**config.mk**
```make
export PLATFORM = sky130hd
export DESIGN_NAME = resp_command_stream_parser_top
export DESIGN_NICKNAME = d
export VERILOG_FILES = /design/src/design/rcsp_pkg.sv /design/src/design/resp_command_stream_parser_top.sv
export SDC_FILE = /design/constraint.sdc
export NUM_CORES = 1
export LEC_CHECK = 0
export ABC_AREA = 1
export BUFFER_PORTS_ARGS = -buffer_cell sky130_fd_sc_hd__buf_2
export CAP_MARGIN = 15
export CORE_MARGIN = 1
export CORE_UTILIZATION = 55
export CTS_CLUSTER_SIZE = 8
export DETAILED_ROUTE_END_ITERATION = 10
export PLACE_DENSITY_LB_ADDON = 0.12
export SYNTH_ARGS = -nofsm -noshare
export SYNTH_HDL_FRONTEND = slang
export SYNTH_SLANG_ARGS = --single-unit
```
**constraint.sdc**
```tcl
create_clock -name aclk -period 3.99 [get_ports aclk]
set_input_delay 0.798 -clock aclk [delete_from_list [all_inputs] [get_ports aclk]]
set_output_delay 0.798 -clock aclk [all_outputs]
set_load 0.01 [all_outputs]
```
**src/design/rcsp_pkg.sv**
```systemverilog
// Shared constants and types for the command stream parser.
package rcsp_pkg;

    localparam int PHASE_W = 4;

    localparam logic [PHASE_W-1:0] PH_WAIT_STAR   = 4'd0;
    localparam logic [PHASE_W-1:0] PH_COUNT_START = 4'd1;
    localparam logic [PHASE_W-1:0] PH_COUNT_DIGIT = 4'd2;
    localparam logic [PHASE_W-1:0] PH_WAIT_DOLLAR = 4'd3;
    localparam logic [PHASE_W-1:0] PH_LEN_START   = 4'd4;
    localparam logic [PHASE_W-1:0] PH_LEN_DIGIT   = 4'd5;
    localparam logic [PHASE_W-1:0] PH_DATA        = 4'd6;
    localparam logic [PHASE_W-1:0] PH_TRAIL_ONE   = 4'd7;
    localparam logic [PHASE_W-1:0] PH_TRAIL_TWO   = 4'd8;

    localparam logic [2:0] ERR_NONE      = 3'd0;
    localparam logic [2:0] ERR_NO_STAR   = 3'd1;
    localparam logic [2:0] ERR_BAD_COUNT = 3'd2;
    localparam logic [2:0] ERR_NO_DOLLAR = 3'd3;
    localparam logic [2:0] ERR_BAD_LEN   = 3'd4;

    localparam logic [7:0] CH_STAR   = 8'h2A;
    localparam logic [7:0] CH_DOLLAR = 8'h24;
    localparam logic [7:0] CH_CR     = 8'h0D;
    localparam logic [7:0] CH_LF     = 8'h0A;
    localparam logic [7:0] CH_MINUS  = 8'h2D;
    localparam logic [7:0] CH_ZERO   = 8'h30;
    localparam logic [7:0] CH_NINE   = 8'h39;

    localparam int NUM_W = 13;
    localparam logic [NUM_W-1:0] NUM_SAT = 13'd8191;

    localparam int CNT_W = 6;
    localparam int IDX_W = 5;

    localparam int                 CFG_IDX_W          = 1;
    localparam logic [CFG_IDX_W-1:0] CFG_ARG_CAP      = 1'd0;
    localparam logic [CFG_IDX_W-1:0] CFG_ARG_LEN_LIMIT = 1'd1;

    localparam logic [CNT_W-1:0] ARG_CAP_RESET   = 6'd32;
    localparam logic [NUM_W-1:0] LEN_LIMIT_RESET = 13'd512;

    typedef struct packed {
        logic [2:0]       error_code;
        logic [CNT_W-1:0] arg_count;
        logic             arg_end;
        logic [IDX_W-1:0] arg_index;
        logic [7:0]       data_byte;
    } rcsp_payload_t;

endpackage

```
**src/design/resp_command_stream_parser_top.sv**
```systemverilog
// Command stream parser: byte-wide array-of-bulk-strings framing to payload beats.
//
// The parser takes one byte per beat on the s_ channel and returns exactly one
// result beat per input beat on m_, one beat per clock while the sink is ready.
// A command is '*' count CR LF, then per argument '$' length CR LF, the data
// bytes and two trailing bytes that are skipped unchecked. Payload bytes leave
// with m_tuser high and their argument index; the second trailing byte raises
// arg_end, and m_tlast on the last argument. A malformed line reports an error
// code on the failing byte and the parser returns to waiting for '*'. All
// parsing for a byte is combinational between the parse state registers
// and the result register; the result register holds a beat while the sink
// stalls and a new byte is taken in the same cycle the held beat leaves.
// The user must write configuration (cfg_index 0: argument count cap, 1:
// arg_length_limit) only while no beat is in flight; the block does not enforce it.
module resp_command_stream_parser_top #(
    parameter int ARG_SLOTS    = 32,
    parameter int LENGTH_BOUND = 4096
) (
    input  logic        aclk,
    input  logic        aresetn,
    // configuration write port
    input  logic        cfg_wr_en,
    input  logic        cfg_index,
    input  logic [12:0] cfg_wdata,
    // input stream: tdata[7:0] in_byte
    input  logic        s_tvalid,
    output logic        s_tready,
    input  logic [7:0]  s_tdata,
    // result stream: tdata[7:0] data_byte, [12:8] arg_index, [13] arg_end,
    // [19:14] arg_count, [22:20] error_code, [23] zero
    output logic        m_tvalid,
    input  logic        m_tready,
    output logic [23:0] m_tdata,
    // tuser[0] data_valid
    output logic        m_tuser,
    // tlast: command_end
    output logic        m_tlast
);
    import rcsp_pkg::*;

    // Limits one bit wider than their configuration registers.
    localparam logic [CNT_W:0] SLOT_LIM = (CNT_W+1)'(ARG_SLOTS);
    localparam logic [NUM_W:0] LEN_LIM  = (NUM_W+1)'(LENGTH_BOUND);

    // configuration registers
    logic [CNT_W-1:0] arg_cap_reg;
    logic [NUM_W-1:0] len_limit_reg;

    // parse state
    logic [PHASE_W-1:0] phase_reg,    phase_next;
    logic [NUM_W-1:0]   value_reg,    value_next;
    logic               frozen_reg,   frozen_next;
    logic               negative_reg, negative_next;
    logic               cr_seen_reg,  cr_seen_next;
    logic [CNT_W-1:0]   total_reg,    total_next;
    logic [CNT_W-1:0]   cur_arg_reg,  cur_arg_next;
    logic [NUM_W-1:0]   left_reg,     left_next;

    // result register
    logic               m_valid_reg;
    rcsp_payload_t      pay_reg, pay_next;
    logic               dv_reg,  dv_next;
    logic               cend_reg, cend_next;

    logic               accept;
    logic [7:0]         b;
    logic               is_digit;
    logic [NUM_W+3:0]   value_x10;
    logic [NUM_W-1:0]   value_acc;
    logic               line_end;
    logic               value_neg;
    logic [CNT_W:0]     count_lim;
    logic [NUM_W:0]     length_lim;
    logic               cnt_hold;
    logic               go_idle;

    assign s_tready = !m_valid_reg || m_tready;
    assign accept   = s_tvalid && s_tready;
    assign b        = s_tdata;

    // Number line arithmetic: accumulate a decimal digit, saturate.
    assign is_digit  = (b >= CH_ZERO) && (b <= CH_NINE);
    assign value_x10 = {4'd0, value_reg} * 17'd10 + {9'd0, b - CH_ZERO};
    assign value_acc = (value_x10 > {4'd0, NUM_SAT}) ? NUM_SAT : value_x10[NUM_W-1:0];
    assign line_end  = cr_seen_reg && (b == CH_LF);
    assign value_neg = negative_reg && (value_reg != '0);

    // Effective limits: smaller of register and build-time bound.
    assign count_lim  = ({1'b0, arg_cap_reg} < SLOT_LIM) ? {1'b0, arg_cap_reg} : SLOT_LIM;
    assign length_lim = ({1'b0, len_limit_reg} < LEN_LIM) ? {1'b0, len_limit_reg} : LEN_LIM;

    always_comb begin
        phase_next    = phase_reg;
        value_next    = value_reg;
        frozen_next   = frozen_reg;
        negative_next = negative_reg;
        cr_seen_next  = cr_seen_reg;
        total_next    = total_reg;
        cur_arg_next  = cur_arg_reg;
        left_next     = left_reg;
        go_idle       = 1'b0;
        dv_next       = 1'b0;
        cend_next     = 1'b0;
        pay_next      = '0;

        unique case (phase_reg)
            PH_WAIT_STAR: begin
                if (b == CH_STAR) begin
                    value_next    = '0;
                    frozen_next   = 1'b0;
                    negative_next = 1'b0;
                    cr_seen_next  = 1'b0;
                    phase_next    = PH_COUNT_START;
                end else begin
                    pay_next.error_code = ERR_NO_STAR;
                    go_idle = 1'b1;
                end
            end
            PH_COUNT_START, PH_COUNT_DIGIT: begin
                if (line_end) begin
                    if (value_neg || value_reg == '0 ||
                        {1'b0, value_reg} > {{(NUM_W-CNT_W){1'b0}}, count_lim}) begin
                        pay_next.error_code = ERR_BAD_COUNT;
                        go_idle = 1'b1;
                    end else begin
                        total_next   = value_reg[CNT_W-1:0];
                        cur_arg_next = '0;
                        phase_next   = PH_WAIT_DOLLAR;
                    end
                end else begin
                    cr_seen_next = (b == CH_CR);
                    if (phase_reg == PH_COUNT_START && b == CH_MINUS) begin
                        negative_next = 1'b1;
                    end else if (!frozen_reg && is_digit) begin
                        value_next = value_acc;
                    end else begin
                        frozen_next = 1'b1;
                    end
                    phase_next = PH_COUNT_DIGIT;
                end
            end
            PH_WAIT_DOLLAR: begin
                if (b == CH_DOLLAR) begin
                    value_next    = '0;
                    frozen_next   = 1'b0;
                    negative_next = 1'b0;
                    cr_seen_next  = 1'b0;
                    phase_next    = PH_LEN_START;
                end else begin
                    pay_next.error_code = ERR_NO_DOLLAR;
                    go_idle = 1'b1;
                end
            end
            PH_LEN_START, PH_LEN_DIGIT: begin
                if (line_end) begin
                    if (value_neg || {1'b0, value_reg} >= length_lim) begin
                        pay_next.error_code = ERR_BAD_LEN;
                        go_idle = 1'b1;
                    end else begin
                        left_next  = value_reg;
                        phase_next = (value_reg != '0) ? PH_DATA : PH_TRAIL_ONE;
                    end
                end else begin
                    cr_seen_next = (b == CH_CR);
                    if (phase_reg == PH_LEN_START && b == CH_MINUS) begin
                        negative_next = 1'b1;
                    end else if (!frozen_reg && is_digit) begin
                        value_next = value_acc;
                    end else begin
                        frozen_next = 1'b1;
                    end
                    phase_next = PH_LEN_DIGIT;
                end
            end
            PH_DATA: begin
                dv_next            = 1'b1;
                pay_next.data_byte = b;
                pay_next.arg_index = cur_arg_reg[IDX_W-1:0];
                left_next          = (left_reg != '0) ? left_reg - 1'b1 : left_reg;
                if (left_reg <= 13'd1) begin
                    phase_next = PH_TRAIL_ONE;
                end
            end
            PH_TRAIL_ONE: begin
                phase_next = PH_TRAIL_TWO;
            end
            PH_TRAIL_TWO: begin
                pay_next.arg_end   = 1'b1;
                pay_next.arg_index = cur_arg_reg[IDX_W-1:0];
                if ({1'b0, cur_arg_reg} + 7'd1 >= {1'b0, total_reg}) begin
                    cend_next = 1'b1;
                    go_idle   = 1'b1;
                end else begin
                    cur_arg_next = cur_arg_reg + 1'b1;
                    phase_next   = PH_WAIT_DOLLAR;
                end
            end
            default: begin
                go_idle = 1'b1;
            end
        endcase

        if (go_idle) begin
            phase_next    = PH_WAIT_STAR;
            value_next    = '0;
            frozen_next   = 1'b0;
            negative_next = 1'b0;
            cr_seen_next  = 1'b0;
            total_next    = '0;
            cur_arg_next  = '0;
            left_next     = '0;
        end

        // Show the count once the count line is through, through command end.
        cnt_hold = (phase_next != PH_WAIT_STAR) && (phase_next != PH_COUNT_START) &&
                   (phase_next != PH_COUNT_DIGIT);
        if (cnt_hold) begin
            pay_next.arg_count = total_next;
        end else if (cend_next) begin
            pay_next.arg_count = total_reg;
        end
    end

    always_ff @(posedge aclk) begin
        if (!aresetn) begin
            arg_cap_reg   <= ARG_CAP_RESET;
            len_limit_reg <= LEN_LIMIT_RESET;
            phase_reg     <= PH_WAIT_STAR;
            value_reg     <= '0;
            frozen_reg    <= 1'b0;
            negative_reg  <= 1'b0;
            cr_seen_reg   <= 1'b0;
            total_reg     <= '0;
            cur_arg_reg   <= '0;
            left_reg      <= '0;
            m_valid_reg   <= 1'b0;
        end else begin
            if (cfg_wr_en) begin
                unique case (cfg_index)
                    CFG_ARG_CAP:       arg_cap_reg   <= cfg_wdata[CNT_W-1:0];
                    CFG_ARG_LEN_LIMIT: len_limit_reg <= cfg_wdata;
                    default:           ;
                endcase
            end
            // advance the parse state on every accepted byte
            if (accept) begin
                phase_reg    <= phase_next;
                value_reg    <= value_next;
                frozen_reg   <= frozen_next;
                negative_reg <= negative_next;
                cr_seen_reg  <= cr_seen_next;
                total_reg    <= total_next;
                cur_arg_reg  <= cur_arg_next;
                left_reg     <= left_next;
                m_valid_reg  <= 1'b1;
            end else if (m_tready) begin
                m_valid_reg  <= 1'b0;
            end
        end
    end

    // result payload: load on accept, hold otherwise
    always_ff @(posedge aclk) begin
        if (accept) begin
            pay_reg  <= pay_next;
            dv_reg   <= dv_next;
            cend_reg <= cend_next;
        end
    end

    assign m_tvalid = m_valid_reg;
    assign m_tdata  = {1'b0, pay_reg};
    assign m_tuser  = dv_reg;
    assign m_tlast  = cend_reg;

endmodule

```
==> metrics.sh <==
YOSYS-MUX-AREA-FRACTION_PCT=0.3465
N_ANTENNA_CELL=0
TOTAL_LEAKAGE_POWER_nW=3.428
NUMBER_OF_SYNTHESIZED_FLOPS_WITH_AN_ENABLE_PIN=25
N_FILL_CELL=1113
POSTSYNTH.TOPFLOPCELL='dfxtp_1'
FINAL.MIN_CLOCK_PERIOD_NS=3.584
FINAL_MAX_SLEW_VIOL_COUNT=0
PATH_MAX_FANOUT=13
SYNTH_SEQ_AREA_SHARE_PCT=31.57
STATUS='complete, no violations'
POST_SYNTH_MAIN_AREA_CONTRIBUTORS='dfxtp_1 (20%), nand2_1 (13%), edfxtp_1 (12%)'
CP_NUM_BUF_INV=1
FLOORPLAN.CORE_AREA_UM2=11470
CRITICAL-PATH-SLOWEST-CELL='dfxtp_1'
GP_ROUTABILITY_CONGESTION=0.9182
REGAREA_UM2=2052
POST_DRT_VIA_CELL_RATIO=5.375
AVGSYNTHCELLAREA_UM2=6.982
POST_SYNTH_AND_OR_NAND_NOR_AREA_FRACTION_PCT=30.03
FLOW.AREA_GROWTH_FROM_SYNTHESIS_PCT=10.36
CELL_COUNT_AFTER_SYNTHESIS=931
CLOCK_TREE.BUFFER_DEPTH=2
IRDROPWORSTVDD_V=0.0004274
SYNTH_AREA_LEADER='dfxtp_1'
DP.CELLS=1110
FINAL_LAYOUT_SIZE_SUFFIX_GT1_SHARE_PCT=12.82
CTS_TREE='done'
PATH_COMMON_CELL='nand2_1'
PORT_BUFFERS=53
FINAL_CELL_COUNT_WITHOUT_FILLERS=1126
SETUP-TNS-FINAL_NS=0
CPLARGESTDELAYFAMILY='simple AND/OR/NAND/NOR gates'
YOSYS_WARNINGS=0
MAX_SLEW.WORST_PIN.SLEW_NS=0.6419
ADDER_CELL_FRACTION_OF_SYNTH_AREA_PCT=12.17
GRT_MAX_DEGREE=38
SYNTH_COMPOUND_GATE_AREA_SHARE_PCT=13.65
DESIGN.DIE.AREA_UM2=12260
SYNTH_XOR_XNOR_AREA_SHARE_PCT=3.080
COMBINED_AREA_OF_THE_MULTI_INPUT_LOGIC_CELLS_UM2=3866
CTS_ROOT_BUF='clkbuf_16'
MIN_PERIOD_OVER_PERIOD_PCT=89.82
DIE-HEIGHT_UM=110.7
NETLIST_AREA_UM2=6500
DETAIL_ROUTE.WL_PER_CELL_UM=13.83
CRIT_TYPE='reg2reg'
IO_PINS=55
YS_FF_LATCH=90
CP_DATA_REQUIRED_TIME_NS=4.20
START_UTIL_PCT=56.68
DIEWIDTH_UM=110.7
FINALWIRELENGTH_UM=15570
HOLD_VIOLATION_COUNT_IN_THE_FINAL_REPORT=0
DETAILED_ROUTING_ITERATIONS_PASS_1=5
NUMBER_OF_FLIP_FLOPS_IN_THE_LARGEST_REGISTER=23
SYNTH_NETS=1020
CP_SLOWEST_STAGE_DELAY_NS=0.51
RSZ_0062_RAISED_AFTER_GLOBAL_ROUTING='false'
SYNTH_TOP_FAMILY_BY_AREA='simple AND/OR/NAND/NOR gates'
DRV.MAX_CAP_VIOLATION_COUNT=0
YOSYS.AREA.TOP_TYPE_SHARE_PCT=20.02
DRCVIOLATIONCOUNT=0
ENDPOINT_KIND='flip-flop'
VIAS=6052
SYNTHARSTFLOPSHARE_PCT=0
SLEW_HEADROOM_PCT=57.14
ARRIVAL_NS=3.80
FINCLKSKEW_NS=0.007855
ANT_NETS=0
CRIT_CHAIN='ha_1 > ha_1 > inv_1 > fa_1 > xnor2_1 > ha_1 > nand2_1 > nor2_1 > nand2_1 > nand3_1 > nand2_1 > nand2_1 > nand3_1 > nor2_2 > nand3_1 > nand2_1 > nand2_1 > nor2_4 > nand3_1 > nand2_1 > a21oi_1'
P_PER_AREA_nW_PER_UM2=320.0
CTS-BUFFERS-INSERTED=9
VIAS_IN_THE_FIRST_GLOBAL_ROUTE=5442
GRT_ANTENNA_BEFORE_REPAIR=0
MAX_FREQ_GHz=0.2790
GRT_FIRST_PASS_WIRELENGTH_UM=25990
POST-DP-HPWL_UM=11780
GRT_USE_TOTAL_PCT=26.02
CTS_POST_SETUP_BUFFERS_INSERTED=0
CLOCK_SINKS=90
WORSTSETUPSTARTPOINTTYPE='flip-flop'
CLK_PIN_SLEW_NS=0.07
YS_TYPES=49
GRT_OVERFLOW_TOTAL=0
HOLD_CLASS='reg2reg'
FINALSETUPVIOLCOUNT=0
ROWS=39
FINISH.NET_COUNT=1067
CLK_LATENCY_NS=0.36
DRT_FIRST_ITER_VIOLATIONS=415
HTREEDEPTH=3
Yosys cell counts, types with 5 or more instances:
cell	instances
dfxtp_1	65
xnor2_1	10
buf_4	5
nand4_1	17
inv_1	110
inv_2	9
o211ai_1	6
a21oi_2	6
nor2_1	102
o21ai_1	7
nand3_1	54
nor3_1	13
nand2_1	230
a21oi_1	62
nor2_2	8
xor2_1	11
nand2_2	8
ha_1	60
edfxtp_1	25
o21ai_0	58
clkbuf_1	14
o22ai_1	5
nand3_2	6
timing repair:
action                                  CTS  global route
gates resized for setup                   0             2
hold buffers                              0             0
endpoints found under the setup margin    0            13
per-layer routing:
| metal | part of all wire (%) | up-vias | GRT usage (%) |
|---|---|---|---|
| li1 | - | 3155 | - |
| met1 | 48 | 2732 | 34.65 |
| met2 | 47 | 143 | 43.48 |
| met3 | 4.1 | 22 | 3.773 |
| met4 | 1.4 | 0 | 8.178 |
| met5 | 0 | - | 0 |
layout make-up:
| type | instances | area share (%) |
|---|---|---|
| clock buffer | 12 | 3.733 |
| clock inverter | 4 | 0.4361 |
| inverter | 122 | 6.402 |
| multi-input combinational | 695 | 53.90 |
| sequential | 90 | 28.61 |
| tap | 143 | 2.494 |
| timing repair buffer | 60 | 4.430 |
cells in the final DEF (no fill, tap or decap), types with 7 or more instances in the layout:
cell / count
buf_4: 7
clkbuf_16: 10
nand2_1: 230
dfxtp_1: 65
a21oi_1: 62
inv_2: 9
xor2_1: 11
o21ai_1: 7
nor2_1: 102
xnor2_1: 10
buf_2: 53
ha_1: 60
nand4_1: 17
o21ai_0: 58
edfxtp_1: 25
nand2_2: 8
nand3_1: 54
nor3_1: 13
inv_1: 110
tightest hold or removal path, delay by kind of cell (launching register included):
kind	cells	cell delay [ns]
AOI/OAI and AO/OA	1	0.05
buffers and inverters	1	0.05
DFF	1	0.31
power breakdown:
group          switching (mW)  total [mW]  leakage [nW]  internal, mW
clock                   0.375       0.855         0.137         0.480
sequential             0.0286        1.02         0.785         0.989
combinational           0.285       0.423          2.51         0.139
final timing paths:
kind                   to          from  cells after the start  slack (ns)
max          value_reg[2]  value_reg[2]                     21        0.41
min            frozen_reg    frozen_reg                      2        0.45
max reg2reg  value_reg[2]  value_reg[2]                     21        0.41
min reg2reg    frozen_reg    frozen_reg                      2        0.45
cells by family after synthesis:
| logic type | count (synthesis) |
|---|---|
| xor gates and xnor gates | 22 |
| and+or+nand+nor | 449 |
| buffers and inverters | 146 |
| adders and majority gates | 62 |
| AOI/OAI and AO/OA | 159 |
| DFF | 90 |
| other | 1 |
| muxes | 2 |
stage by stage:
step / hold WS, ns / setup slack [ns] / total power [mW] / util (%) / instance area (um2)
2_1_floorplan: 0.4302 / 0.8190 / 1.350 / - / 6500
3_3_place_gp: 0.4464 / 0.4349 / 1.451 / 59.86 / 6864
3_5_place_dp: 0.4503 / 0.3067 / 1.456 / 59.86 / 6864
4_1_cts: 0.4620 / 0.2746 / 2.300 / 62.47 / 7163
5_1_grt: 0.4834 / 0.04623 / 2.394 / 62.55 / 7173
6_report: 0.4547 / 0.4062 / 2.296 / 62.55 / 7173
(Power assumes the default switching activity.)
